==> config.mk <==
export PLATFORM = sky130hd
export DESIGN_NAME = split_dual_lfsr_sequencer
export DESIGN_NICKNAME = d
export VERILOG_FILES = /design/src/hdl/sdls_pkg.sv /design/src/hdl/split_dual_lfsr_sequencer.sv /design/src/hdl/sdls_front.sv /design/src/hdl/sdls_queue.sv /design/src/hdl/sdls_back.sv
export SDC_FILE = /design/constraint.sdc
export NUM_CORES = 1
export LEC_CHECK = 0
export BUFFER_PORTS_ARGS = -buffer_cell sky130_fd_sc_hd__buf_2
export CORE_ASPECT_RATIO = 1.5
export CORE_MARGIN = 5
export CORE_UTILIZATION = 50
export CTS_CLUSTER_DIAMETER = 200
export DETAILED_ROUTE_END_ITERATION = 10
export PLACE_DENSITY_LB_ADDON = 0.1
export SLEW_MARGIN = 20
export SYNTH_ARGS = -nofsm -noshare
export SYNTH_HDL_FRONTEND = slang
export SYNTH_SLANG_ARGS = --single-unit
==> constraint.sdc <==
create_clock -name i_clk -period 11.9 [get_ports i_clk]
set_input_delay 0.595 -clock i_clk [delete_from_list [all_inputs] [get_ports i_clk]]
set_output_delay 0.595 -clock i_clk [all_outputs]
set_load 0.005 [all_outputs]
==> src/hdl/sdls_pkg.sv <==
// Shared types and constants for the split dual LFSR sequencer.
// Used by every module in this folder; depends on nothing else.
package sdls_pkg;

    // Default register length of the combined sequence
    localparam int REGISTER_BITS_DEF = 16;

    // Depth of the step queue between front and back (power of two)
    localparam int QUEUE_DEPTH = 2;

    // Field widths
    localparam int TAP_BITS   = 16;
    localparam int SPLIT_BITS = 5;
    localparam int OUT_BITS   = 16;
    localparam int CFG_INDEX_BITS = 2;
    localparam int CFG_DATA_BITS  = 16;
    localparam int IN_TDATA_BITS  = 8;
    localparam int OUT_TDATA_BITS = 72;

    // Configuration register indexes
    localparam logic [CFG_INDEX_BITS-1:0] CFG_TAP_WORD    = 2'd0;
    localparam logic [CFG_INDEX_BITS-1:0] CFG_SPLIT_POINT = 2'd1;
    localparam logic [CFG_INDEX_BITS-1:0] CFG_XNOR_FIRST  = 2'd2;
    localparam logic [CFG_INDEX_BITS-1:0] CFG_XNOR_SECOND = 2'd3;

    // Reset values of the configuration registers
    localparam logic [TAP_BITS-1:0]   TAP_WORD_RST    = 16'd0;
    localparam logic [SPLIT_BITS-1:0] SPLIT_POINT_RST = 5'd16;

    // Configuration as seen by the back end
    typedef struct packed {
        logic [TAP_BITS-1:0]   tap_word;
        logic [SPLIT_BITS-1:0] split_point;
        logic                  xnor_first;
        logic                  xnor_second;
    } t_cfg;

    // One step command travelling through the queue
    typedef struct packed {
        logic advance_second;
        logic advance_first;
    } t_step;

    // Result word
    typedef struct packed {
        logic [3:0]          column_parity;
        logic [3:0]          row_parity;
        logic [OUT_BITS-1:0] column_word;
        logic [OUT_BITS-1:0] grid_word;
        logic [OUT_BITS-1:0] second_value;
        logic [OUT_BITS-1:0] first_value;
    } t_result;

endpackage

==> src/hdl/split_dual_lfsr_sequencer.sv <==
// Top level of the split dual LFSR sequencer: configuration registers,
// front end, step queue and back end. Depends on sdls_pkg and the sdls_* modules.
//
//  Channel | Direction | Ports                              | Word
//  input   | in        | i_s_tvalid/o_s_tready/i_s_tdata    | [0] advance_first, [1] advance_second
//  output  | out       | o_m_tvalid/i_m_tready/o_m_tdata    | one result per useful input word
//  config  | in        | i_cfg_valid/o_cfg_ready/i_cfg_index/i_cfg_data | register write
//
// One input word is taken every cycle while o_s_tready is high; the back end steps
// both sequences together, so a result can leave every cycle while i_m_tready is high.
// A step passes through the front holding register, the queue and the output register.
// Reset is synchronous and active low; both sequences restart at one.
// A stalled output fills the queue, then the front, then drops o_s_tready.
module split_dual_lfsr_sequencer #(
    parameter int REGISTER_BITS = sdls_pkg::REGISTER_BITS_DEF
) (
    input  logic                                 i_clk,
    input  logic                                 i_rst_n,
    // tdata: [0] advance_first, [1] advance_second, [7:2] zero
    input  logic                                 i_s_tvalid,
    output logic                                 o_s_tready,
    input  logic [sdls_pkg::IN_TDATA_BITS-1:0]   i_s_tdata,
    // tdata: [15:0] first_value, [31:16] second_value, [47:32] grid_word,
    //        [63:48] column_word, [67:64] row_parity, [71:68] column_parity
    output logic                                 o_m_tvalid,
    input  logic                                 i_m_tready,
    output logic [sdls_pkg::OUT_TDATA_BITS-1:0]  o_m_tdata,
    input  logic                                 i_cfg_valid,
    output logic                                 o_cfg_ready,
    input  logic [sdls_pkg::CFG_INDEX_BITS-1:0]  i_cfg_index,
    input  logic [sdls_pkg::CFG_DATA_BITS-1:0]   i_cfg_data
);
    import sdls_pkg::*;

    t_cfg  r_cfg;
    logic  push;
    logic  pop;
    logic  q_ready;
    logic  q_valid;
    t_step front_step;
    t_step queue_step;

    // Configuration registers; writes are always taken.
    assign o_cfg_ready = 1'b1;

    always_ff @(posedge i_clk) begin
        if (!i_rst_n) begin
            r_cfg.tap_word    <= TAP_WORD_RST;
            r_cfg.split_point <= SPLIT_POINT_RST;
            r_cfg.xnor_first  <= 1'b0;
            r_cfg.xnor_second <= 1'b0;
        end else if (i_cfg_valid) begin
            case (i_cfg_index)
                CFG_TAP_WORD: begin
                    r_cfg.tap_word <= i_cfg_data[TAP_BITS-1:0];
                end
                CFG_SPLIT_POINT: begin
                    r_cfg.split_point <= i_cfg_data[SPLIT_BITS-1:0];
                end
                CFG_XNOR_FIRST: begin
                    r_cfg.xnor_first <= i_cfg_data[0];
                end
                CFG_XNOR_SECOND: begin
                    r_cfg.xnor_second <= i_cfg_data[0];
                end
                default: begin
                end
            endcase
        end
    end

    // Front end
    sdls_front u_front (
        .i_clk      (i_clk),
        .i_rst_n    (i_rst_n),
        .i_s_tvalid (i_s_tvalid),
        .o_s_tready (o_s_tready),
        .i_s_tdata  (i_s_tdata),
        .o_push     (push),
        .o_step     (front_step),
        .i_q_ready  (q_ready)
    );

    // Step queue
    sdls_queue u_queue (
        .i_clk   (i_clk),
        .i_rst_n (i_rst_n),
        .i_push  (push),
        .i_step  (front_step),
        .o_ready (q_ready),
        .o_valid (q_valid),
        .o_step  (queue_step),
        .i_pop   (pop)
    );

    // Back end
    sdls_back #(
        .REGISTER_BITS (REGISTER_BITS)
    ) u_back (
        .i_clk      (i_clk),
        .i_rst_n    (i_rst_n),
        .i_cfg      (r_cfg),
        .i_q_valid  (q_valid),
        .i_step     (queue_step),
        .o_pop      (pop),
        .o_m_tvalid (o_m_tvalid),
        .i_m_tready (i_m_tready),
        .o_m_tdata  (o_m_tdata)
    );

endmodule

==> src/hdl/sdls_front.sv <==
// Front end: takes input words, drops those that advance nothing and
// holds the rest for the step queue. Depends on sdls_pkg.
module sdls_front (
    input  logic                              i_clk,
    input  logic                              i_rst_n,
    input  logic                              i_s_tvalid,
    output logic                              o_s_tready,
    input  logic [sdls_pkg::IN_TDATA_BITS-1:0] i_s_tdata,
    output logic                              o_push,
    output sdls_pkg::t_step                   o_step,
    input  logic                              i_q_ready
);
    import sdls_pkg::*;

    logic  r_valid;
    t_step r_step;
    t_step n_step;
    logic  accept;
    logic  useful;

    // Decode the incoming word: bit 0 steps the first sequence, bit 1 the second.
    assign n_step.advance_first  = i_s_tdata[0];
    assign n_step.advance_second = i_s_tdata[1];
    assign useful = n_step.advance_first | n_step.advance_second;

    assign o_push     = r_valid & i_q_ready;
    assign o_s_tready = ~r_valid | i_q_ready;
    assign accept     = i_s_tvalid & o_s_tready;
    assign o_step     = r_step;

    // Holding register; a word with no advance is taken and discarded.
    always_ff @(posedge i_clk) begin
        if (!i_rst_n) begin
            r_valid <= 1'b0;
        end else if (accept) begin
            r_valid <= useful;
        end else if (o_push) begin
            r_valid <= 1'b0;
        end
    end

    always_ff @(posedge i_clk) begin
        if (accept) begin
            r_step <= n_step;
        end
    end

endmodule

==> src/hdl/sdls_queue.sv <==
// Short step queue that decouples the front end from the back end.
// Depends on sdls_pkg for the entry type and depth.
module sdls_queue (
    input  logic            i_clk,
    input  logic            i_rst_n,
    input  logic            i_push,
    input  sdls_pkg::t_step i_step,
    output logic            o_ready,
    output logic            o_valid,
    output sdls_pkg::t_step o_step,
    input  logic            i_pop
);
    import sdls_pkg::*;

    localparam int PTR_BITS = (QUEUE_DEPTH > 1) ? $clog2(QUEUE_DEPTH) : 1;
    localparam int CNT_BITS = $clog2(QUEUE_DEPTH + 1);

    t_step               r_mem [QUEUE_DEPTH];
    logic [PTR_BITS-1:0] r_wr_ptr;
    logic [PTR_BITS-1:0] r_rd_ptr;
    logic [CNT_BITS-1:0] r_count;

    assign o_ready = (r_count != CNT_BITS'(QUEUE_DEPTH));
    assign o_valid = (r_count != '0);
    assign o_step  = r_mem[r_rd_ptr];

    // Entry storage
    always_ff @(posedge i_clk) begin
        if (i_push) begin
            r_mem[r_wr_ptr] <= i_step;
        end
    end

    // Pointers and fill count
    always_ff @(posedge i_clk) begin
        if (!i_rst_n) begin
            r_wr_ptr <= '0;
            r_rd_ptr <= '0;
            r_count  <= '0;
        end else begin
            if (i_push) begin
                r_wr_ptr <= r_wr_ptr + 1'b1;
            end
            if (i_pop) begin
                r_rd_ptr <= r_rd_ptr + 1'b1;
            end
            if (i_push && !i_pop) begin
                r_count <= r_count + 1'b1;
            end else if (!i_push && i_pop) begin
                r_count <= r_count - 1'b1;
            end
        end
    end

endmodule

==> src/hdl/sdls_back.sv <==
// Back end: steps both LFSRs, forms the grid view and holds the result word.
// Depends on sdls_pkg for the configuration, step and result types.
module sdls_back #(
    parameter int REGISTER_BITS = sdls_pkg::REGISTER_BITS_DEF
) (
    input  logic                                i_clk,
    input  logic                                i_rst_n,
    input  sdls_pkg::t_cfg                      i_cfg,
    input  logic                                i_q_valid,
    input  sdls_pkg::t_step                     i_step,
    output logic                                o_pop,
    output logic                                o_m_tvalid,
    input  logic                                i_m_tready,
    output logic [sdls_pkg::OUT_TDATA_BITS-1:0] o_m_tdata
);
    import sdls_pkg::*;

    localparam int RB  = REGISTER_BITS;
    localparam int SW  = $clog2(RB + 1);
    localparam int CW  = (SW > SPLIT_BITS) ? SW : SPLIT_BITS;
    localparam int WW  = (RB > OUT_BITS) ? RB : OUT_BITS;
    localparam int TWW = (RB > TAP_BITS) ? RB : TAP_BITS;

    logic [RB-1:0] r_first;
    logic [RB-1:0] r_second;
    logic          r_out_valid;
    t_result       r_result;

    logic [SW-1:0]  split;
    logic [SW-1:0]  len_second;
    logic [TWW-1:0] tap_ext;
    logic [RB-1:0]  taps_first;
    logic [RB-1:0]  taps_second;
    logic [RB:0]    mask_first_w;
    logic [RB:0]    mask_second_w;
    logic [RB-1:0]  mask_first;
    logic [RB-1:0]  mask_second;
    logic           fb_first;
    logic           fb_second;
    logic [RB-1:0]  n_first;
    logic [RB-1:0]  n_second;
    logic [WW-1:0]  first_ext;
    logic [WW-1:0]  second_ext;
    logic [WW-1:0]  second_shift;
    logic [OUT_BITS-1:0] grid;
    t_result        n_result;

    assign o_pop = i_q_valid & (~r_out_valid | i_m_tready);

    // Clamp the split point to the register length.
    always_comb begin
        if (CW'(i_cfg.split_point) > CW'(RB)) begin
            split = SW'(RB);
        end else begin
            split = SW'(i_cfg.split_point);
        end
    end
    assign len_second = SW'(RB) - split;

    // Tap bits above the register are ignored; the second sequence uses the upper part.
    assign tap_ext     = TWW'(i_cfg.tap_word);
    assign taps_first  = tap_ext[RB-1:0];
    assign taps_second = taps_first >> split;

    // Length masks; a length of zero gives an all-zero mask.
    assign mask_first_w  = ((RB + 1)'(1) << split) - 1'b1;
    assign mask_second_w = ((RB + 1)'(1) << len_second) - 1'b1;
    assign mask_first    = mask_first_w[RB-1:0];
    assign mask_second   = mask_second_w[RB-1:0];

    // Feedback parity and shift for each sequence.
    assign fb_first  = (^(taps_first & mask_first & r_first)) ^ i_cfg.xnor_first;
    assign fb_second = (^(taps_second & mask_second & r_second)) ^ i_cfg.xnor_second;

    always_comb begin
        n_first  = r_first;
        n_second = r_second;
        if (i_step.advance_first) begin
            n_first = {r_first[RB-2:0], fb_first} & mask_first;
        end
        if (i_step.advance_second) begin
            n_second = {r_second[RB-2:0], fb_second} & mask_second;
        end
    end

    // Combined word, its column transpose and the parities.
    assign first_ext    = WW'(n_first);
    assign second_ext   = WW'(n_second);
    assign second_shift = second_ext << split;
    assign grid         = second_shift[OUT_BITS-1:0] + first_ext[OUT_BITS-1:0];

    always_comb begin
        n_result.first_value  = first_ext[OUT_BITS-1:0];
        n_result.second_value = second_ext[OUT_BITS-1:0];
        n_result.grid_word    = grid;
        for (int i = 0; i < 4; i++) begin
            n_result.column_word[4*i +: 4] = {grid[i+12], grid[i+8], grid[i+4], grid[i]};
            n_result.row_parity[i]         = ^grid[4*i +: 4];
            n_result.column_parity[i]      = grid[i] ^ grid[i+4] ^ grid[i+8] ^ grid[i+12];
        end
    end

    // Sequence state and output handshake
    always_ff @(posedge i_clk) begin
        if (!i_rst_n) begin
            r_first     <= RB'(1);
            r_second    <= RB'(1);
            r_out_valid <= 1'b0;
        end else begin
            if (o_pop) begin
                r_first     <= n_first;
                r_second    <= n_second;
                r_out_valid <= 1'b1;
            end else if (i_m_tready) begin
                r_out_valid <= 1'b0;
            end
        end
    end

    // Result word
    always_ff @(posedge i_clk) begin
        if (o_pop) begin
            r_result <= n_result;
        end
    end

    assign o_m_tvalid = r_out_valid;
    assign o_m_tdata  = r_result;

    // A step taken from the queue always shows up as a result next cycle.
    a_pop_gives_result: assert property (@(posedge i_clk) disable iff (!i_rst_n)
        o_pop |=> r_out_valid)
        else $error("step popped without a result");

    // While a result is stalled, neither sequence may move.
    a_stall_holds_state: assert property (@(posedge i_clk) disable iff (!i_rst_n)
        (r_out_valid && !i_m_tready) |=> ($stable(r_first) && $stable(r_second)))
        else $error("sequence moved under a stalled result");

    // The grid row parities always agree with the grid word held.
    a_row_parity: assert property (@(posedge i_clk) disable iff (!i_rst_n)
        r_out_valid |-> (^r_result.row_parity == ^r_result.grid_word))
        else $error("row parity disagrees with grid word");

endmodule
==> reports/qor.yml <==
place.detailed.hpwl_um: 19400
power.leakage_uw: 0.00374
drc: 0
r2r_cells: 29
powerDensity_mw_per_mm2: 196
min_path_cells: 1
io_pins: 106
final_nets: 1130
gp_congestion: 0.963
multi_input_area_mm2: 0.00504
clock-root-buffer: "clkbuf_16"
hold_class: "in -> reg"
grt_util_all_layers: 0.270
overflow: 0
port_buffers: 98
wl_um: 27100
clkTransAtPathRegs_ns: 0.06
critPathMostFrequentCell: "xnor3_1"
nFillCells: 1642
crit_type: "reg -> reg"
regArea_mm2: 0.00310
p_total_uw: 1910
worst_clock_skew_ns: 0.0110
cts-buffers-inserted: 17
ys_async_sr_fraction: 0
cp_slowest_cell: "nor4bb_1"
grt_max_degree: 93
num_rows: 59
cts_resized: 0
finalCritPeriodShare: 0.728
drt-pass1-iter-count: 6
area_growth_pct: 12.5
netlist_area_mm2: 0.00868
cp.required_ns: 12.06
layout-drive-gt1-share: 0.171
cts_hold_buf: 0
ir_worst_vdd_uv: 181
start_kind: "register"
syn-num-nets: 1085
avgSynthCellArea_um2: 8.41
insertion_delay_ns: 0.43
cp_top_family: "compound AO/OA/AOI/OAI gates"
clock_sinks: 124
core_mm2: 0.0172
drtIter0Drc: 637
path_depth: 29
cp.arrival_ns: 8.82
cts_tree: "done"
clockBufferDepth: 2
fin_util: 0.568
synth-seq-cells: 124
crit_fanout: 37
setup_viol: 0
routed_via_density: 6.02
syn_inst: 1032
wl_per_cell_um: 20.8
setup-tns-final_ns: 0
synth_ff_type: "edfxtp_1"
vias: 7850
diodes: 0
ys_warn_count: 0
cts_max_level: 4
die_x_um: 118
tightest_slew_ns: 1.09
start_util: 0.505
fp.dieH_um: 171
maxCapViolations: 0
ys_seq_area_frac: 0.358
cts_setup_buffers: 0
min_period_ns: 8.66
cp-end-kind: "register"
drtAntennaViolNets: 0
maxClockFrequency_mhz: 115
synth_edf_count: 62
die-area_mm2: 0.0201
grt_pass1_wl_um: 42800
relSlewSlack: 0.275
ys_types: 82
hold_violations: 0
drv_slew: 0
first_global_vias: 7770
critical-path-max-stage-delay_ns: 0.65
antenna_found_initial: 0
rsz0062_at_grt: "no"
status: "finished, final reports clean"
path_buf_inv: 2
layout by cell type, fill, tap and decap left out, types with 8 or more instances in the layout:
cell	n
mux2i_1	33
nand2_1	163
a31oi_1	9
o211ai_1	8
clkbuf_16	17
ha_1	21
mux4_2	9
buf_4	15
dfxtp_1	62
and2_1	9
edfxtp_1	62
a21oi_1	73
nand3_1	36
a211oi_1	19
inv_1	28
nor2_1	123
nand2b_1	8
nor3_1	27
nand4_1	8
buf_2	98
xor2_1	21
xnor2_1	50
o21ai_0	35
mux2_2	8
metrics by stage:
| step | std cells | worst slack, ns | area, um2 | hold slack (ns) |
|---|---|---|---|---|
| after floorplan | 1032 | 4.51 | 8680 | 0.421 |
| after global placement | 1271 | 3.44 | 9130 | 0.428 |
| after detailed placement | 1271 | 3.39 | 9130 | 0.434 |
| after CTS | 1303 | 3.32 | 9760 | 0.340 |
| after global routing | 1303 | 2.77 | 9760 | 0.343 |
| final | 1303 | 3.24 | 9760 | 0.352 |
synthesized netlist by cell type, types with 12 or more instances:
master,instances,area share
buf_1,13,0.0056
nand3_1,36,0.021
edfxtp_1,62,0.21
ha_1,21,0.030
buf_4,17,0.015
buf_2,12,0.0069
nand2_1,163,0.070
nor2_1,123,0.053
inv_1,29,0.013
clkbuf_1,43,0.019
a211oi_1,19,0.016
mux2i_1,33,0.038
xnor2_1,50,0.050
xor2_1,21,0.021
dfxtp_1,62,0.14
nor3_1,27,0.016
a21oi_1,73,0.042
o21ai_0,35,0.020
metal layers:
layer,vias up,global-route usage,share of wire
met5,-,0,0
met4,0,0.135,0.048
met3,86,0.0434,0.060
met2,338,0.498,0.52
met1,3686,0.301,0.37
li1,3740,-,-
worst reg2reg max path: cells and delay by family, from the launching register on:
| kind | cells | cell delay [ns] |
|---|---|---|
| adder cells (fa/ha/maj) | 3 | 1.19 |
| XOR/XNOR | 5 | 1.95 |
| multiplexers | 1 | 0.31 |
| flip-flops | 1 | 0.30 |
| buffers and inverters | 2 | 0.44 |
| AO/OA/AOI/OAI | 12 | 2.83 |
| AND/OR/NAND/NOR | 6 | 1.38 |
where the power goes:
group | switching [uW] | internal, uW | leakage [uW] | total, uW
clock | 206 | 355 | 0.000308 | 562
sequential | 76.1 | 630 | 0.00111 | 706
combinational | 401 | 245 | 0.00233 | 646
registers in the layout, indices dropped and copies added, names as in the netlist, named ones only:
signal             cells
u_back.o_m_tdata      56
u_back.r_first        16
u_queue.r_count        2
u_queue.r_mem          4
u_queue.r_rd_ptr       1
u_front.o_step         2
u_back.o_m_tvalid      1
u_queue.r_wr_ptr       1
u_front.r_valid        1
r_cfg                 23
u_back.r_second       16
worst paths after layout:
check	endpoint	slack (ns)	startpoint
setup reg to reg	u_back.o_m_tdata[67]$_DFFE_PP_	3.24	r_cfg[6]$_SDFFE_PN1P_
setup / recovery	u_back.o_m_tdata[67]$_DFFE_PP_	3.24	r_cfg[6]$_SDFFE_PN1P_
hold reg to reg	u_queue.r_mem[0][1]$_DFFE_PP_	0.45	u_front.o_step[1]$_DFFE_PP_
hold / removal	u_front.o_step[1]$_DFFE_PP_	0.35	i_s_tdata[1]
area by class of cell:
class | count | share of cell area
multi-input combinational | 790 | 0.516
sequential | 124 | 0.318
timing repair buffer | 113 | 0.0618
clock buffer | 18 | 0.0440
tap | 213 | 0.0273
clock inverter | 14 | 0.0214
inverter | 31 | 0.0120
cell families (layout without fill, tap and decap cells):
family	Yosys count	after routing	share of synthesized area
xor+xnor	78	78	0.0891
simple gates	418	418	0.217
other cells	1	1	0.000432
mux	50	50	0.0718
fa+ha+maj	22	22	0.0326
buf+inv	118	176	0.0628
flops	124	124	0.358
compound gates	221	221	0.169
Power figures use the tool's default switching activity.
